--- src/sv/spq_pkg.sv ---
// ----------------------------------------------------------------------------
// spq_pkg
// Shared types and constants for the sorted priority queue.
// ----------------------------------------------------------------------------
package spq_pkg;

    localparam int unsigned DATA_W    = 32;
    localparam int unsigned PRIO_W    = 16;
    localparam int unsigned COUNT_W   = 5;
    localparam int unsigned RES_TDATA_W = 40;
    localparam int unsigned RES_TUSER_W = 3;

    // Operation codes carried on the input tuser.
    localparam logic CMD_ENQ = 1'b0;
    localparam logic CMD_DEQ = 1'b1;

    // Commands from the controller to the slot array.
    typedef struct packed {
        logic enq;
        logic deq;
    } dp_cmd_t;

    // Status from the slot array back to the controller.
    typedef struct packed {
        logic full;
        logic empty;
    } dp_status_t;

endpackage

--- src/sv/spq_datapath.sv ---
// ----------------------------------------------------------------------------
// spq_datapath
// Sorted slot array with per-slot compare and shift, plus the fill count.
// ----------------------------------------------------------------------------
module spq_datapath #(
    parameter int unsigned DEPTH = 16,
    parameter int unsigned CNT_W = $clog2(DEPTH + 1)
) (
    input  logic                      clk,
    input  logic                      rst_n,
    input  spq_pkg::dp_cmd_t          cmd,
    input  logic [31:0]               data_in,
    input  logic signed [15:0]        prio_in,
    output spq_pkg::dp_status_t       status,
    output logic [31:0]               head_data,
    output logic [CNT_W-1:0]          cnt,
    output logic [CNT_W-1:0]          cnt_next
);
    import spq_pkg::*;

    logic [DATA_W-1:0]        slot_data_reg [DEPTH];
    logic signed [PRIO_W-1:0] slot_prio_reg [DEPTH];
    logic [DATA_W-1:0]        slot_data_next [DEPTH];
    logic signed [PRIO_W-1:0] slot_prio_next [DEPTH];
    logic [DEPTH-1:0]         stay;
    logic [CNT_W-1:0]         cnt_reg;

    // A slot stays put on insert when it holds an entry that is not
    // greater than the new priority; these form a prefix of the array.
    for (genvar i = 0; i < DEPTH; i++) begin : g_slot
        always_comb
        begin
            stay[i] = (CNT_W'(i) < cnt_reg) && (slot_prio_reg[i] <= prio_in);
        end

        if (i == 0) begin : g_head
            always_comb
            begin
                slot_data_next[i] = slot_data_reg[i];
                slot_prio_next[i] = slot_prio_reg[i];
                if (cmd.enq && !stay[i])
                begin
                    slot_data_next[i] = data_in;
                    slot_prio_next[i] = prio_in;
                end
                else if (cmd.deq && DEPTH > 1)
                begin
                    slot_data_next[i] = slot_data_reg[(i + 1) % DEPTH];
                    slot_prio_next[i] = slot_prio_reg[(i + 1) % DEPTH];
                end
            end
        end else begin : g_body
            always_comb
            begin
                slot_data_next[i] = slot_data_reg[i];
                slot_prio_next[i] = slot_prio_reg[i];
                if (cmd.enq && !stay[i])
                begin
                    if (stay[i - 1])
                    begin
                        slot_data_next[i] = data_in;
                        slot_prio_next[i] = prio_in;
                    end
                    else
                    begin
                        slot_data_next[i] = slot_data_reg[i - 1];
                        slot_prio_next[i] = slot_prio_reg[i - 1];
                    end
                end
                else if (cmd.deq && i < DEPTH - 1)
                begin
                    slot_data_next[i] = slot_data_reg[(i + 1) % DEPTH];
                    slot_prio_next[i] = slot_prio_reg[(i + 1) % DEPTH];
                end
            end
        end

        always_ff @(posedge clk)
        begin
            slot_data_reg[i] <= slot_data_next[i];
            slot_prio_reg[i] <= slot_prio_next[i];
        end
    end

    always_comb
    begin
        cnt_next = cnt_reg;
        if (cmd.enq)
        begin
            cnt_next = cnt_reg + CNT_W'(1);
        end
        else if (cmd.deq)
        begin
            cnt_next = cnt_reg - CNT_W'(1);
        end
    end

    always_ff @(posedge clk or negedge rst_n)
    begin
        if (!rst_n)
        begin
            cnt_reg <= '0;
        end
        else
        begin
            cnt_reg <= cnt_next;
        end
    end

    assign status.full  = (cnt_reg == CNT_W'(DEPTH));
    assign status.empty = (cnt_reg == '0);
    assign head_data    = slot_data_reg[0];
    assign cnt          = cnt_reg;

endmodule

--- src/sv/spq_ctrl.sv ---
// ----------------------------------------------------------------------------
// spq_ctrl
// Handshake controller: issues slot commands and holds the result register.
// ----------------------------------------------------------------------------
module spq_ctrl #(
    parameter int unsigned CNT_W = 5
) (
    input  logic                    clk,
    input  logic                    rst_n,
    input  logic                    s_axis_tvalid,
    output logic                    s_axis_tready,
    input  logic                    s_axis_tuser,
    output logic                    m_axis_tvalid,
    input  logic                    m_axis_tready,
    output spq_pkg::dp_cmd_t        cmd,
    input  spq_pkg::dp_status_t     status,
    input  logic [31:0]             head_data,
    input  logic [CNT_W-1:0]        cnt_next,
    output logic [31:0]             data_out,
    output logic                    data_valid,
    output logic                    was_empty,
    output logic                    rejected_full,
    output logic [4:0]              entry_count
);
    import spq_pkg::*;

    typedef enum logic {
        ST_IDLE,
        ST_HOLD
    } state_t;

    state_t                   state_reg;
    state_t                   state_next;
    logic                     accept;
    logic                     is_deq;
    logic [CNT_W+COUNT_W-1:0] cnt_ext;

    assign s_axis_tready = (state_reg == ST_IDLE) || m_axis_tready;
    assign accept        = s_axis_tvalid && s_axis_tready;
    assign is_deq        = (s_axis_tuser == CMD_DEQ);
    assign cmd.enq       = accept && !is_deq && !status.full;
    assign cmd.deq       = accept && is_deq && !status.empty;
    assign cnt_ext       = {{COUNT_W{1'b0}}, cnt_next};
    assign m_axis_tvalid = (state_reg == ST_HOLD);

    always_comb
    begin
        state_next = state_reg;
        case (state_reg)
            ST_IDLE:
            begin
                if (accept)
                begin
                    state_next = ST_HOLD;
                end
            end
            ST_HOLD:
            begin
                if (m_axis_tready && !accept)
                begin
                    state_next = ST_IDLE;
                end
            end
            default:
            begin
                state_next = ST_IDLE;
            end
        endcase
    end

    always_ff @(posedge clk or negedge rst_n)
    begin
        if (!rst_n)
        begin
            state_reg     <= ST_IDLE;
            data_out      <= '0;
            data_valid    <= 1'b0;
            was_empty     <= 1'b0;
            rejected_full <= 1'b0;
            entry_count   <= '0;
        end
        else
        begin
            state_reg <= state_next;
            if (accept)
            begin
                data_out      <= cmd.deq ? head_data : '0;
                data_valid    <= cmd.deq;
                was_empty     <= is_deq && status.empty;
                rejected_full <= !is_deq && status.full;
                entry_count   <= cnt_ext[COUNT_W-1:0];
            end
        end
    end

endmodule

--- src/sv/sorted_priority_queue_top.sv ---
// ----------------------------------------------------------------------------
// sorted_priority_queue_top
// Bounded priority queue kept sorted by signed priority, FIFO among equals.
// ----------------------------------------------------------------------------
// Usage:
// Each request on the s_axis channel is an enqueue (tuser = 0) of the word
// and priority in tdata, or a dequeue (tuser = 1). Every request yields one
// response on the m_axis channel: the dequeued word, flags for a valid
// dequeue, an empty queue or a refused enqueue, and the entry count after
// the request.
// The slot array compares all slots against the new priority in parallel
// and shifts at once; the response is registered and shows on m_axis in
// the cycle after acceptance, and a new request is taken every cycle
// while the response side keeps up.
// When the receiver stalls, the held response stays and s_axis_tready
// drops until it is taken; a new request is accepted in the same cycle the
// held response leaves.
// Reset empties the queue at once; no clearing pass is needed since slots
// at or beyond the count are never read.
// ----------------------------------------------------------------------------
module sorted_priority_queue_top #(
    parameter int unsigned DEPTH = 16
) (
    input  logic        clk,
    input  logic        rst_n,
    input  logic        s_axis_tvalid,
    output logic        s_axis_tready,
    input  logic [47:0] s_axis_tdata,   // [31:0] data_in, [47:32] prio_in
    input  logic        s_axis_tuser,   // [0] cmd
    output logic        m_axis_tvalid,
    input  logic        m_axis_tready,
    output logic [39:0] m_axis_tdata,   // [31:0] data_out, [36:32] entry_count
    output logic [2:0]  m_axis_tuser    // [0] data_valid, [1] was_empty,
                                        // [2] rejected_full
);
    import spq_pkg::*;

    localparam int unsigned CNT_W = $clog2(DEPTH + 1);

    dp_cmd_t            cmd;
    dp_status_t         status;
    logic [DATA_W-1:0]  head_data;
    logic [CNT_W-1:0]   cnt;
    logic [CNT_W-1:0]   cnt_next;
    logic [DATA_W-1:0]  data_out;
    logic               data_valid;
    logic               was_empty;
    logic               rejected_full;
    logic [COUNT_W-1:0] entry_count;

    spq_ctrl #(
        .CNT_W(CNT_W)
    ) u_ctrl (
        .clk          (clk),
        .rst_n        (rst_n),
        .s_axis_tvalid(s_axis_tvalid),
        .s_axis_tready(s_axis_tready),
        .s_axis_tuser (s_axis_tuser),
        .m_axis_tvalid(m_axis_tvalid),
        .m_axis_tready(m_axis_tready),
        .cmd          (cmd),
        .status       (status),
        .head_data    (head_data),
        .cnt_next     (cnt_next),
        .data_out     (data_out),
        .data_valid   (data_valid),
        .was_empty    (was_empty),
        .rejected_full(rejected_full),
        .entry_count  (entry_count)
    );

    spq_datapath #(
        .DEPTH(DEPTH),
        .CNT_W(CNT_W)
    ) u_datapath (
        .clk      (clk),
        .rst_n    (rst_n),
        .cmd      (cmd),
        .data_in  (s_axis_tdata[31:0]),
        .prio_in  (s_axis_tdata[47:32]),
        .status   (status),
        .head_data(head_data),
        .cnt      (cnt),
        .cnt_next (cnt_next)
    );

    assign m_axis_tdata = {3'b000, entry_count, data_out};
    assign m_axis_tuser = {rejected_full, was_empty, data_valid};

    // The count never passes the number of slots.
    a_count_bound: assert property (@(posedge clk) disable iff (!rst_n)
        cnt <= CNT_W'(DEPTH))
        else $error("entry count exceeds queue depth");

    // A response carries at most one outcome flag.
    a_flags_onehot: assert property (@(posedge clk) disable iff (!rst_n)
        m_axis_tvalid |-> $onehot0(m_axis_tuser))
        else $error("more than one outcome flag set");

    // An accepted enqueue into a non-full queue grows the count by one.
    a_enq_count: assert property (@(posedge clk) disable iff (!rst_n)
        (s_axis_tvalid && s_axis_tready && s_axis_tuser == CMD_ENQ && !status.full)
        |=> (cnt == $past(cnt) + CNT_W'(1)))
        else $error("enqueue did not increment the count");

    // A dequeue from an empty queue leaves it empty and sets the was_empty flag.
    a_deq_empty: assert property (@(posedge clk) disable iff (!rst_n)
        (s_axis_tvalid && s_axis_tready && s_axis_tuser == CMD_DEQ && status.empty)
        |=> (status.empty && m_axis_tuser[1]))
        else $error("empty dequeue changed the queue or missed its flag");

endmodule
--- config.mk ---
export PLATFORM = sky130hd
export DESIGN_NAME = sorted_priority_queue_top
export DESIGN_NICKNAME = d
export VERILOG_FILES = /design/src/sv/spq_pkg.sv /design/src/sv/spq_datapath.sv /design/src/sv/spq_ctrl.sv /design/src/sv/sorted_priority_queue_top.sv
export SDC_FILE = /design/constraint.sdc
export NUM_CORES = 2
export LEC_CHECK = 0
export BUFFER_PORTS_ARGS = -buffer_cell sky130_fd_sc_hd__buf_2
export CAP_MARGIN = 20
export CELL_PAD_IN_SITES_DETAIL_PLACEMENT = 1
export CELL_PAD_IN_SITES_GLOBAL_PLACEMENT = 1
export CORE_MARGIN = 5
export CORE_UTILIZATION = 47
export DETAILED_ROUTE_END_ITERATION = 8
export PLACE_DENSITY_LB_ADDON = 0.1
export SLEW_MARGIN = 40
export SYNTH_ARGS = -nofsm -noshare
export SYNTH_HDL_FRONTEND = slang
export SYNTH_HIERARCHICAL = 1
export SYNTH_SLANG_ARGS = --single-unit
--- constraint.sdc ---
create_clock -name clk -period 5.8 [get_ports clk]
set_input_delay 0.87 -clock clk [delete_from_list [all_inputs] [get_ports clk]]
set_output_delay 0.87 -clock clk [all_outputs]
set_load 0.005 [all_outputs]
==> flow_summary.yaml <==
run_status:
  status: "finished clean"
logic_synthesis:
  ys_seq_area_frac: 0.518
  ys.warnings.count: 6
  ys_flop_type: "edfxtp_1"
  synth_async_sr_flop_share: 0.0565
  number_of_enable_type_register_cells_in_the_synthesized_netlist: 768
  synthesis.area_um2: 46800
  post_synthesis_register_bit_count: 814
  synth_cell_type_count: 72
  syn-instance-count: 4221
  syn-mean-instance-area_um2: 11.1
drt:
  drtPass1Iterations: 5
  drc_errors: 0
  route.final.wire_length_um: 161000
  detail_route.iter0.violations: 3296
  routed_via_density: 6.33
  route.vias.total: 35000
  detail-route-antenna-nets: 0
  average_wire_length_per_cell_after_detail_routing_um: 29.0
power_and_ir_drop:
  power.share.combinational: 0.371
  switchingPower_mw: 9.29
  irDropWorstVdd_mv: 0.407
  clock_power_share: 0.248
  power_density_nw_per_um2: 475
  power_switching_share: 0.378
  sequentialPowerShare: 0.381
  cellLeakagePower_nw: 21.1
  finalPower_mw: 24.5
  power_report.internal_total_mw: 15.3
layout:
  final_core_utilization: 0.524
  finalNetCount: 4490
  post_layout_nonfiller_instances: 5540
  drive_gt1_frac: 0.117
  flip_flop_count_of_the_largest_register_after_layout: 512
  fillerInstances: 10300
  syn2layout_area_growth_pct: 10.5
  final_design_instance_area_without_fill_um2: 51700
timing:
  worst_slew_pin_slew_ns: 0.844
  maxSlewHeadroom: 0.421
  grt_setup_unrepaired: "no"
  report.final.setup_viol: 0
  finalMaxSlewViolations: 0
  final_min_period_over_clock_period: 0.811
  timing.final.crit_period_ns: 4.70
  fmax_mhz: 213
  worst_clock_skew_on_the_final_layout_ns: 0.0350
  totalNegativeSetupSlack_ns: 0
  finalHoldViolCount: 0
placement:
  port-buffer-count: 94
  detailed_place.area_um2: 48600
  cells_after_dpl: 5365
  place.gp.congestion: 0.948
  dp.final_hpwl_um: 104000
worst_setup_path:
  crit_path_end_kind: "flop"
  crit_path_start_kind: "input port"
  crit_type: "in -> reg"
  cp_max_fo: 26
  rr_startpoint: "u_datapath/cnt[1]$_DFF_PN0_"
  cp-startpoint: "s_axis_tdata[33]"
  crit_path_required_time_ns: 6.22
  wp_data_arrival_ns: 5.12
clock_tree:
  clock_tree_from_tritoncts: "yes"
  cts_num_sinks: 814
  cts_root_buf: "clkbuf_16"
  cts-buffers-inserted: 95
  cts_resized: 0
  clk_pin_slew_ns: 0.06
  clk_latency_ns: 0.69
  cts-htree-levels: 3
  cts_max_path_buffers: 3
die:
  die-area_um2: 106000
  chipWidth_um: 325
  fp.coreArea_um2: 98600
  floorplan.initialDensity: 0.474
  die_y_um: 325
  num_io_pins: 98
  placementRows: 115
worst_hold_path:
  min_path_type: "reg -> reg"
  hp-start: "u_ctrl/data_valid$_DFFE_PN0P_"
global_routing:
  grt_max_degree: 97
  antenna_found_initial: 3
  first_global_vias: 35900
  grt_first_pass_wirelength_um: 237000
  grt_remaining_overflow: 0
  grt.total_usage: 0.294
job:
  max_cap_violations: 0
==> worst max-delay path, cell delays in order <==
cell and delay, ns:
buf_2 0.41, inv_1 0.35, buf_4 0.29, ha_1 0.41, nor2b_1 0.17, o21ai_0 0.56
a21boi_1 0.19, nor4_1 0.36, nand3_1 0.15, a32o_4 0.36, nand2_4 0.27, buf_12 0.24
mux2_2 0.38
==> path summary, 6_finish.rpt <==
kind                            slack, ns                                    endpoint  cells after the start
worst max-delay path                 1.10   u_datapath/slot_data_reg[0][18]$_DFFE_PP_                     13
worst min register to register       0.52               u_ctrl/data_valid$_DFFE_PN0P_                      1
worst max register to register       1.74  u_datapath/slot_data_reg[0][195]$_DFFE_PP_                      9
min in group asynchronous            0.54             u_ctrl/data_out[26]$_DFFE_PN0P_                      2
max in group asynchronous            4.23              u_ctrl/data_out[5]$_DFFE_PN0P_                      3
worst min-delay path                 0.52               u_ctrl/data_valid$_DFFE_PN0P_                      1
==> what timing repair did <==
action / in CTS / in global routing
buffers inserted: 0 / 0
hold buffers: 1 / 0
setup endpoints to repair: 0 / 0
endpoints found under the hold margin: 5 / 0
==> layout by cell type, fill, tap and decap left out, types with 8 or more instances in the layout <==
master	netlist	final
inv_1	73	73
o21a_1	8	8
buf_4	67	80
nand4_1	83	83
nor3_1	10	10
o211ai_1	10	10
nor2_1	203	202
ha_1	260	260
o21ai_0	434	434
clkbuf_1	168	20
nand2_1	542	539
nor4_1	8	8
mux2i_1	643	643
nand2b_2	0	11
mux2_2	97	97
a21oi_1	367	365
bufinv_16	0	10
clkinv_1	0	24
nor2b_1	19	18
edfxtp_1	768	768
o21ai_1	120	116
a21o_1	19	18
clkinv_2	0	12
buf_2	91	94
buf_12	0	32
nand3_1	29	28
dfrtp_1	46	46
clkbuf_16	0	97
nand2b_1	22	8
==> layer usage <==
layer	share of wire	up-vias	wire length (um)	global-route usage
met1	0.46	18100	74200	0.428
li1	-	15500	-	-
met2	0.45	1235	72600	0.468
met4	0.024	2	3800	0.0672
met5	0.000075	-	12	0
met3	0.062	211	9970	0.0417
==> Yosys cell counts, types with 3 or more instances <==
cell	number	share of area
a2111oi_0	4	0.00075
a211oi_1	6	0.00096
a21boi_0	4	0.00064
a21boi_1	3	0.00048
a21o_1	19	0.0031
a21oi_1	367	0.039
a221oi_1	3	0.00056
a31oi_1	4	0.00054
and2_1	5	0.00067
and4_1	6	0.0011
buf_1	6	0.00048
buf_2	91	0.0097
buf_4	67	0.011
buf_6	18	0.0043
clkbuf_1	168	0.013
dfrtp_1	46	0.025
edfxtp_1	768	0.49
ha_1	260	0.070
inv_1	73	0.0059
mux2_2	97	0.023
mux2_4	6	0.0019
mux2i_1	643	0.14
nand2_1	542	0.044
nand2b_1	22	0.0029
nand3_1	29	0.0031
nand4_1	83	0.011
nor2_1	203	0.016
nor2b_1	19	0.0025
nor3_1	10	0.0011
nor3b_1	3	0.00048
nor4_1	8	0.0011
o211ai_1	10	0.0016
o21a_1	8	0.0013
o21ai_0	434	0.046
o21ai_1	120	0.013
o21bai_1	3	0.00048
o22ai_1	3	0.00040
o31a_1	3	0.00056
o41ai_1	3	0.00056
or2_1	4	0.00054
or2_2	4	0.00054
or4_1	3	0.00048
xnor2_1	3	0.00056
xor2_1	4	0.00075
==> final cells by class <==
class / count / area [um2] / share of cell area
Timing Repair Buffer: 209 / 1740 / 0.0338
Tap cell: 1287 / 1610 / 0.0312
Sequential cell: 814 / 24200 / 0.469
Inverter: 73 / 274 / 0.00530
Clock inverter: 53 / 549 / 0.0106
Multi-Input combinational cell: 2984 / 20800 / 0.402
Clock buffer: 119 / 2530 / 0.0490
Antenna cell: 1 / 2.50 / 0.0000484
==> power groups by stage <==
stage / Clock (mW) / Combinational (mW) / Sequential (mW)
floorplan: 0 / 6.19 / 8.96
global placement: 0 / 8.65 / 9.39
detailed placement: 0 / 8.93 / 9.41
CTS: 6.19 / 8.99 / 9.32
global route: 6.47 / 9.71 / 9.45
finish: 6.10 / 9.09 / 9.35
==> cells by family (layout without fill, tap and decap cells) <==
family          after synthesis  after routing  share of synthesized area
compound gates             1011           1011                      0.114
simple gates                957            957                     0.0889
flops                       814            814                      0.518
mux                         746            746                      0.163
buf+inv                     425            454                     0.0449
fa+ha+maj                   260            260                     0.0696
xor+xnor                      7              7                    0.00131
other cells                   1              4                  0.0000802
==> through the flow <==
step | worst slack, ns | hold WS, ns
floorplan | 1.17 | 0.483
global route | 1.13 | 0.530
CTS | 1.28 | 0.490
finish | 1.10 | 0.519
detailed placement | 0.557 | 0.495
global placement | 0.559 | 0.493
Power figures use the tool's default switching activity.
